File: src/rtl/core/cpio_pkg.sv
// Package for the cpio newc stream deframer: beat types, parser state,
// phase and kind codes, and the character tables.
// No dependencies; used by cpio_step and cpio_newc_stream_deframer_core.
package cpio_pkg;

    localparam int MAX_FILES  = 1024;
    localparam int FILE_CNT_W = $clog2(MAX_FILES + 1);
    localparam int INDEX_W    = 10;

    localparam logic [6:0]  HEADER_LAST       = 7'd109;
    localparam logic [6:0]  MAGIC_LEN         = 7'd6;
    localparam logic [6:0]  FILESIZE_AT       = 7'd54;
    localparam logic [6:0]  FILESIZE_END      = 7'd62;
    localparam logic [6:0]  NAMESIZE_AT       = 7'd94;
    localparam logic [6:0]  NAMESIZE_END      = 7'd102;
    localparam logic [31:0] TRAILER_NAME_SIZE = 32'd11;
    localparam logic [3:0]  TRAILER_LEN       = 4'd10;

    typedef enum logic [2:0] {
        PH_HEADER,
        PH_NAME,
        PH_NAME_PAD,
        PH_DATA,
        PH_DATA_PAD,
        PH_DONE
    } phase_t;

    typedef enum logic [2:0] {
        KIND_NAME,
        KIND_DATA,
        KIND_END,
        KIND_BAD_MAGIC,
        KIND_FULL
    } kind_t;

    typedef struct packed {
        logic [7:0] archive_byte;
        logic       restart;
    } in_beat_t;

    typedef struct packed {
        kind_t              kind;
        logic [INDEX_W-1:0] file_index;
        logic [7:0]         value;
        logic               last_of_run;
    } out_beat_t;

    typedef struct packed {
        phase_t                phase;
        logic [6:0]            header_offset;
        logic [31:0]           name_length;
        logic [31:0]           data_length;
        logic [31:0]           byte_count;
        logic [FILE_CNT_W-1:0] file_count;
        logic                  trailer_match;
        logic [1:0]            stream_position_low;
    } state_t;

    localparam state_t STATE_RESET = '{
        phase:               PH_HEADER,
        header_offset:       7'd0,
        name_length:         32'd0,
        data_length:         32'd0,
        byte_count:          32'd0,
        file_count:          '0,
        trailer_match:       1'b1,
        stream_position_low: 2'd0
    };

    function automatic logic [7:0] magic_char(input logic [2:0] idx);
        logic [7:0] c;
        case (idx)
            3'd0:    c = 8'h30;
            3'd1:    c = 8'h37;
            3'd2:    c = 8'h30;
            3'd3:    c = 8'h37;
            3'd4:    c = 8'h30;
            3'd5:    c = 8'h31;
            default: c = 8'h00;
        endcase
        return c;
    endfunction

    function automatic logic [7:0] trailer_char(input logic [3:0] idx);
        logic [7:0] c;
        case (idx)
            4'd0:    c = 8'h54;
            4'd1:    c = 8'h52;
            4'd2:    c = 8'h41;
            4'd3:    c = 8'h49;
            4'd4:    c = 8'h4C;
            4'd5:    c = 8'h45;
            4'd6:    c = 8'h52;
            4'd7:    c = 8'h21;
            4'd8:    c = 8'h21;
            4'd9:    c = 8'h21;
            default: c = 8'h00;
        endcase
        return c;
    endfunction

    function automatic logic [3:0] hex_value(input logic [7:0] c);
        logic [7:0] d;
        d = 8'h00;
        if (c >= 8'h30 && c <= 8'h39)
        begin
            d = c - 8'h30;
        end
        else if (c >= 8'h61 && c <= 8'h66)
        begin
            d = c - 8'h57;
        end
        else if (c >= 8'h41 && c <= 8'h46)
        begin
            d = c - 8'h37;
        end
        return d[3:0];
    endfunction

endpackage

File: src/rtl/core/cpio_step.sv
// Per-byte parser step: next state and optional result beat for one byte.
// Depends on cpio_pkg.
module cpio_step (
    input  cpio_pkg::state_t   cur,
    input  cpio_pkg::in_beat_t beat,
    output cpio_pkg::state_t   nxt,
    output logic               emit,
    output cpio_pkg::out_beat_t res
);

    function automatic cpio_pkg::state_t start_header(input cpio_pkg::state_t s);
        cpio_pkg::state_t r;
        r = s;
        r.phase = cpio_pkg::PH_HEADER;
        r.header_offset = 7'd0;
        return r;
    endfunction

    function automatic cpio_pkg::state_t start_data(input cpio_pkg::state_t s);
        cpio_pkg::state_t r;
        r = s;
        r.byte_count = 32'd0;
        if (s.data_length == 32'd0)
        begin
            r.file_count = s.file_count + cpio_pkg::FILE_CNT_W'(1);
            r = start_header(r);
        end
        else
        begin
            r.phase = cpio_pkg::PH_DATA;
        end
        return r;
    endfunction

    function automatic cpio_pkg::state_t finish_name(input cpio_pkg::state_t s);
        cpio_pkg::state_t r;
        r = s;
        if (s.stream_position_low == 2'd0)
        begin
            r = start_data(s);
        end
        else
        begin
            r.phase = cpio_pkg::PH_NAME_PAD;
        end
        return r;
    endfunction

    cpio_pkg::state_t s;
    logic [7:0]  b;
    logic        full;
    logic [6:0]  off;
    logic [31:0] pos;
    logic [31:0] pos1;
    logic        last;
    logic [cpio_pkg::FILE_CNT_W+cpio_pkg::INDEX_W-1:0] idx_ext;

    assign b = beat.archive_byte;
    assign s = beat.restart ? cpio_pkg::STATE_RESET : cur;
    assign full = s.file_count >= cpio_pkg::FILE_CNT_W'(cpio_pkg::MAX_FILES);
    assign off = s.header_offset;
    assign pos = s.byte_count;
    assign pos1 = pos + 32'd1;
    assign idx_ext = {{cpio_pkg::INDEX_W{1'b0}}, s.file_count};

    always_comb
    begin
        nxt = s;
        emit = 1'b0;
        res.kind = cpio_pkg::KIND_NAME;
        res.file_index = idx_ext[cpio_pkg::INDEX_W-1:0];
        res.value = 8'd0;
        res.last_of_run = 1'b0;
        last = 1'b0;
        if (s.phase != cpio_pkg::PH_DONE)
        begin
            nxt.stream_position_low = s.stream_position_low + 2'd1;
            case (s.phase)
                cpio_pkg::PH_HEADER:
                begin
                    if (off < cpio_pkg::MAGIC_LEN && b != cpio_pkg::magic_char(off[2:0]))
                    begin
                        nxt.phase = cpio_pkg::PH_DONE;
                        emit = 1'b1;
                        res.kind = cpio_pkg::KIND_BAD_MAGIC;
                    end
                    else
                    begin
                        if (off >= cpio_pkg::FILESIZE_AT && off < cpio_pkg::FILESIZE_END)
                        begin
                            nxt.data_length = {s.data_length[27:0], cpio_pkg::hex_value(b)};
                        end
                        else if (off >= cpio_pkg::NAMESIZE_AT && off < cpio_pkg::NAMESIZE_END)
                        begin
                            nxt.name_length = {s.name_length[27:0], cpio_pkg::hex_value(b)};
                        end
                        if (off != cpio_pkg::HEADER_LAST)
                        begin
                            nxt.header_offset = off + 7'd1;
                        end
                        else
                        begin
                            nxt.header_offset = 7'd0;
                            nxt.byte_count = 32'd0;
                            nxt.trailer_match = 1'b1;
                            if (nxt.name_length == 32'd0)
                            begin
                                if (full)
                                begin
                                    nxt.phase = cpio_pkg::PH_DONE;
                                    emit = 1'b1;
                                    res.kind = cpio_pkg::KIND_FULL;
                                end
                                else
                                begin
                                    nxt = finish_name(nxt);
                                end
                            end
                            else
                            begin
                                nxt.phase = cpio_pkg::PH_NAME;
                            end
                        end
                    end
                end
                cpio_pkg::PH_NAME:
                begin
                    last = pos1 == s.name_length;
                    if (pos[31:4] == 28'd0 && pos[3:0] < cpio_pkg::TRAILER_LEN)
                    begin
                        if (b != cpio_pkg::trailer_char(pos[3:0]))
                        begin
                            nxt.trailer_match = 1'b0;
                        end
                    end
                    else if (pos[31:4] == 28'd0 && pos[3:0] == cpio_pkg::TRAILER_LEN)
                    begin
                        if (b != 8'd0)
                        begin
                            nxt.trailer_match = 1'b0;
                        end
                    end
                    else
                    begin
                        nxt.trailer_match = 1'b0;
                    end
                    nxt.byte_count = pos1;
                    if (!last)
                    begin
                        emit = !full;
                        res.value = b;
                    end
                    else if (nxt.trailer_match
                             && s.name_length == cpio_pkg::TRAILER_NAME_SIZE)
                    begin
                        nxt.phase = cpio_pkg::PH_DONE;
                        emit = 1'b1;
                        res.kind = cpio_pkg::KIND_END;
                    end
                    else if (full)
                    begin
                        nxt.phase = cpio_pkg::PH_DONE;
                        emit = 1'b1;
                        res.kind = cpio_pkg::KIND_FULL;
                    end
                    else
                    begin
                        emit = 1'b1;
                        res.value = b;
                        res.last_of_run = 1'b1;
                        nxt = finish_name(nxt);
                    end
                end
                cpio_pkg::PH_NAME_PAD:
                begin
                    if (nxt.stream_position_low == 2'd0)
                    begin
                        nxt = start_data(nxt);
                    end
                end
                cpio_pkg::PH_DATA:
                begin
                    last = pos1 == s.data_length;
                    emit = 1'b1;
                    res.kind = cpio_pkg::KIND_DATA;
                    res.value = b;
                    res.last_of_run = last;
                    nxt.byte_count = pos1;
                    if (last)
                    begin
                        nxt.file_count = s.file_count + cpio_pkg::FILE_CNT_W'(1);
                        if (nxt.stream_position_low == 2'd0)
                        begin
                            nxt = start_header(nxt);
                        end
                        else
                        begin
                            nxt.phase = cpio_pkg::PH_DATA_PAD;
                        end
                    end
                end
                cpio_pkg::PH_DATA_PAD:
                begin
                    if (nxt.stream_position_low == 2'd0)
                    begin
                        nxt = start_header(nxt);
                    end
                end
                default:
                begin
                    nxt.phase = cpio_pkg::PH_DONE;
                end
            endcase
        end
    end

endmodule

File: src/rtl/core/cpio_newc_stream_deframer_core.sv
// cpio newc stream deframer top level: input register, parser state, result register.
// Depends on cpio_pkg and cpio_step.
// Path: an accepted byte waits in the input register, passes the parser step and is
// registered in the result register, which drives res_valid and res_beat.
// Throughput: one archive byte per cycle while no result beat waits on res_stall;
// the input register absorbs one byte while a result beat waits on res_stall.
// Reset: rst_n clears the parser to the header phase and empties both registers.
module cpio_newc_stream_deframer_core (
    input  logic                clk,
    input  logic                rst_n,
    input  logic                arc_valid,
    output logic                arc_stall,
    input  cpio_pkg::in_beat_t  arc_beat,
    output logic                res_valid,
    input  logic                res_stall,
    output cpio_pkg::out_beat_t res_beat
);

    cpio_pkg::state_t    state_reg;
    cpio_pkg::state_t    state_next;
    cpio_pkg::in_beat_t  in_beat_reg;
    logic                in_valid_reg;
    logic                in_valid_next;
    cpio_pkg::out_beat_t res_beat_reg;
    cpio_pkg::out_beat_t step_res;
    logic                res_valid_reg;
    logic                res_valid_next;
    logic                step_emit;
    logic                proc;
    logic                take;

    cpio_step u_step (
        .cur  (state_reg),
        .beat (in_beat_reg),
        .nxt  (state_next),
        .emit (step_emit),
        .res  (step_res)
    );

    assign proc = in_valid_reg && (!res_valid_reg || !res_stall);
    assign arc_stall = in_valid_reg && !proc;
    assign take = arc_valid && !arc_stall;
    assign in_valid_next = take || (in_valid_reg && !proc);
    assign res_valid_next = proc ? step_emit : (res_valid_reg && res_stall);

    always_ff @(posedge clk or negedge rst_n)
    begin
        if (!rst_n)
        begin
            state_reg <= cpio_pkg::STATE_RESET;
            in_valid_reg <= 1'b0;
            res_valid_reg <= 1'b0;
        end
        else
        begin
            in_valid_reg <= in_valid_next;
            res_valid_reg <= res_valid_next;
            if (proc)
            begin
                state_reg <= state_next;
            end
        end
    end

    always_ff @(posedge clk)
    begin
        if (take)
        begin
            in_beat_reg <= arc_beat;
        end
        if (proc && step_emit)
        begin
            res_beat_reg <= step_res;
        end
    end

    assign res_valid = res_valid_reg;
    assign res_beat = res_beat_reg;

`ifndef SYNTHESIS
    a_stall_needs_held_beat: assert property (@(posedge clk) disable iff (!rst_n)
        arc_stall |-> in_valid_reg && res_valid_reg)
        else $error("input stalled without a held beat and a waiting result");

    a_status_clean: assert property (@(posedge clk) disable iff (!rst_n)
        res_valid && (res_beat.kind == cpio_pkg::KIND_END
                      || res_beat.kind == cpio_pkg::KIND_BAD_MAGIC
                      || res_beat.kind == cpio_pkg::KIND_FULL)
        |-> res_beat.value == 8'd0 && !res_beat.last_of_run)
        else $error("status beat carries data");

    a_status_stops: assert property (@(posedge clk) disable iff (!rst_n)
        proc && step_emit && (step_res.kind == cpio_pkg::KIND_END
                              || step_res.kind == cpio_pkg::KIND_BAD_MAGIC
                              || step_res.kind == cpio_pkg::KIND_FULL)
        |=> state_reg.phase == cpio_pkg::PH_DONE)
        else $error("parser did not stop after a status beat");

    a_file_count_bound: assert property (@(posedge clk) disable iff (!rst_n)
        state_reg.file_count <= cpio_pkg::FILE_CNT_W'(cpio_pkg::MAX_FILES))
        else $error("file count beyond table size");
`endif

endmodule
File: config.mk
export PLATFORM = sky130hd
export DESIGN_NAME = cpio_newc_stream_deframer_core
export DESIGN_NICKNAME = d
export VERILOG_FILES = /design/src/rtl/core/cpio_pkg.sv /design/src/rtl/core/cpio_step.sv /design/src/rtl/core/cpio_newc_stream_deframer_core.sv
export SDC_FILE = /design/constraint.sdc
export NUM_CORES = 1
export LEC_CHECK = 0
export BUFFER_PORTS_ARGS = -buffer_cell sky130_fd_sc_hd__buf_2
export CAP_MARGIN = 5
export CORE_ASPECT_RATIO = 2
export CORE_MARGIN = 1.5
export CORE_UTILIZATION = 50
export CTS_CLUSTER_DIAMETER = 120
export CTS_CLUSTER_SIZE = 8
export DETAILED_ROUTE_END_ITERATION = 10
export MAX_ROUTING_LAYER = met4
export PLACE_DENSITY = 0.77
export SLEW_MARGIN = 20
export SYNTH_ARGS = -nofsm -noshare
export SYNTH_HDL_FRONTEND = slang
export SYNTH_SLANG_ARGS = --single-unit
File: constraint.sdc
create_clock -name clk -period 14.7 [get_ports clk]
set_input_delay 1.47 -clock clk [delete_from_list [all_inputs] [get_ports clk]]
set_output_delay 1.47 -clock clk [all_outputs]
set_load 0.1 [all_outputs]
==> metrics.cfg <==
[placed_design]
place_hpwl_microns=34210
dp_cells=1643
port_buffers=36
place_congestion=1.035

[routing]
drt_iter0_drc=1050
first_pass_iters=5
wl_microns=46720
vias=11870
route.detailed.drc=0
via_per_inst=7.080
ant_nets=0
routedWlPerCell_microns=27.88

[logic_synthesis]
netlist_area_sq_um=11600
synth_edf_count=31
syn_inst=1412
yosysWarnings=0
synth_flop_cell=dfrtp_1
ys_types=97
avgSynthCellArea_sq_um=8.217
ys_seq_area_share_pct=34.35
synth_fp_nets=1440
yosys_register_bits=153
synthArstFlopShare_pct=79.74

[min_path]
holdPathStages=2
min_to=state_reg[1]
hold_path_class=register to register
hp-start=state_reg[1]

[global_routing]
grt_max_degree=68
track_usage_pct=40.42
first_global_vias=11850
grt_overflow=0
grt_pass1_wl_microns=71220
antenna_found_initial=1

[clock_network]
cts_hold_buf=0
cts.sinks=153
cts_tree=yes
clockRootBuffer=clkbuf_16
cts-htree-levels=4
clk_pin_slew_ns=0.06
clk_latency_ns=0.46
cts_setup_buffers=0
post_cts_resized=0
cts_buffers=17
clock_path_buffers=2

[flow_run]
maxCapViolations=0

[final_layout]
largest_register_ffs=120
final_nets=1410
layout-drive-gt1-share_pct=9.176
finish.utilization_pct=54.51
final_cells=1676
area_delta_synth_final_pct=6.826

[run_status]
status=finished, final reports clean

[setup_path]
cp_max_fo=59
start_kind=register
crit_slowest_cell=nor3_1
worstPathRequired_ns=15.04
crit_path_max_incr_delay_ns=0.98
crit_chain=buf_4 -> inv_2 -> nand2_1 -> inv_1 -> ha_1 -> nand3_1 -> nor3_1 -> or4b_2 -> xnor2_1 -> nor4_1 -> nand3b_1 -> a211o_4 -> o31ai_4 -> buf_4 -> or2_2 -> o21ai_0 -> a32o_1
path_delay_family=simple AND/OR/NAND/NOR gates
crit_type=register to register
endpoint_kind=register
r2r-start=in_beat_reg[0]
path_common_cell=buf_4
cp_num_buf_inv=4
reg2reg_to=state_reg[38]
r2r_setup_slack_ns=8.49
cp.arrival_ns=6.55
ff2ff_path_depth=17

[floorplan]
pin_count=37
row_count=78
die_x_microns=110.7
initial_core_util_pct=51.02
die_area_sq_um=24180
fp.dieH_microns=218.4
core_sq_um=22740

[timing]
fmax_ghz=0.1611
skew_ns=0.01387
tns_ns=0
fin_crit_ns=6.208
worst_slew_pin_slew_ns=1.209
final-max-slew-violation-count=0
finalSetupViolCount=0
slew_headroom_pct=19.07
period_share_pct=42.23
rsz0062_at_grt=no
finalHoldViolCount=0

[power]
peakVddDrop_v=0.0001150
cellLeakagePower_nw=4.809
power.density_nw_per_um2=124.0

-- cells in the mapped netlist (all sizes together), types with 7 or more instances --
library cell / n / area (sq um)
ha: 15 / 187.7
o22ai: 9 / 56.30
o32ai: 7 / 61.31
a21o: 11 / 82.58
a22o: 9 / 78.83
o21ai: 133 / 665.6
o211ai: 10 / 80.07
clkbuf: 77 / 290.3
edfxtp: 31 / 930.9
nor2b: 23 / 143.9
a211oi: 8 / 60.06
xnor2: 62 / 543.0
nor2: 90 / 340.3
and3: 16 / 100.1
a31oi: 17 / 106.4
or3: 7 / 43.79
a21oi: 69 / 345.3
and2: 19 / 118.9
or4: 10 / 78.82
and4: 11 / 96.34
nand4: 28 / 175.2
nor4: 42 / 299.0
nor3: 41 / 221.5
o31ai: 26 / 209.0
nand2b: 11 / 68.82
nand2: 176 / 663.1
xor2: 24 / 210.2
nand3: 46 / 230.2
nand3b: 13 / 97.59
inv: 32 / 120.1
o21a: 7 / 52.55
a211o: 9 / 87.59
a22oi: 49 / 367.9
buf: 31 / 176.4
or2: 8 / 50.05
dfrtp: 121 / 3028
-- area by class of cell --
cell class	instances	area, sq um
flip-flops and latches	153	3985
multi-input cells	1119	7052
repair buffers	59	355.3
diodes	1	2.502
inverters	32	120.1
clock buffers	18	429.2
well taps	280	350.3
fillers	2151	10340
clock inverters	14	100.1
-- cell usage in the layout (no fill, tap or decap), types with 9 or more instances in the layout --
cell,n
edfxtp_1,31
o21ai_0,124
dfrtp_1,121
and2_1,17
nor3_1,38
and3_1,16
buf_4,24
xnor2_1,62
a31oi_1,17
a22o_1,9
nand2b_1,11
o22ai_1,9
nand3b_1,13
inv_1,31
nor2_1,88
nand2_1,175
nor4_1,39
a21oi_1,69
a22oi_1,49
nand4_1,28
nand3_1,46
a21o_1,11
buf_2,35
o211ai_1,9
ha_1,15
and4_1,11
o31ai_1,24
nor2b_1,23
clkbuf_16,17
o21ai_1,9
or4_1,9
xor2_1,24
-- report_power, final --
| group | internal [mW] | switching (mW) |
|---|---|---|
| clock network | 0.216 | 0.197 |
| logic | 0.138 | 0.440 |
| registers | 0.479 | 0.0667 |
-- logic make-up after synthesis --
logic type / Yosys count / share of synthesized area [%]
adders and majority gates: 15 / 1.618
DFF: 153 / 34.35
buffers and inverters: 140 / 5.058
and+or+nand+nor: 573 / 26.11
AOI/OAI and AO/OA: 433 / 24.89
xor gates and xnor gates: 90 / 7.268
muxes: 8 / 0.7118
-- how the worst max path moves through the flow --
stage | from | to | slack [ns] | depth (start not counted)
final | in_beat_reg[0] | state_reg[38] | 8.49 | 17
after global routing | in_beat_reg[0] | state_reg[38] | 8.18 | 17
after CTS | in_beat_reg[0] | state_reg[38] | 8.82 | 17
after detailed placement | in_beat_reg[0] | state_reg[38] | 8.83 | 17
after global placement | in_beat_reg[0] | state_reg[38] | 8.94 | 17
after floorplan | in_beat_reg[0] | res_beat[0] | 8.04 | 19
-- per-stage QoR --
stage                     power (mW)  worst slack (ns)  hold WS [ns]  area [sq um]
after floorplan               0.9286             8.041        0.4379         11600
after global placement         1.101             8.936        0.4505         11860
after detailed placement       1.107             8.835        0.4542         11860
after CTS                      1.515             8.816        0.4708         12390
after global routing           1.587             8.182        0.4950         12390
final                          1.537             8.492        0.4690         12390
-- worst min-delay path: stages (launching register included) --
cell	delay, ns
dfrtp_1	0.34
nand2_1	0.05
nand2_1	0.05
-- metal layers --
metal	GRT usage, %	vias up	part of all wire [%]
li1	-	5217	-
met1	37.98	5652	32
met2	68.15	690	50
met3	8.763	307	6.7
met4	37.44	0	11
met5	-	-	0
(Power assumes the default switching activity.)
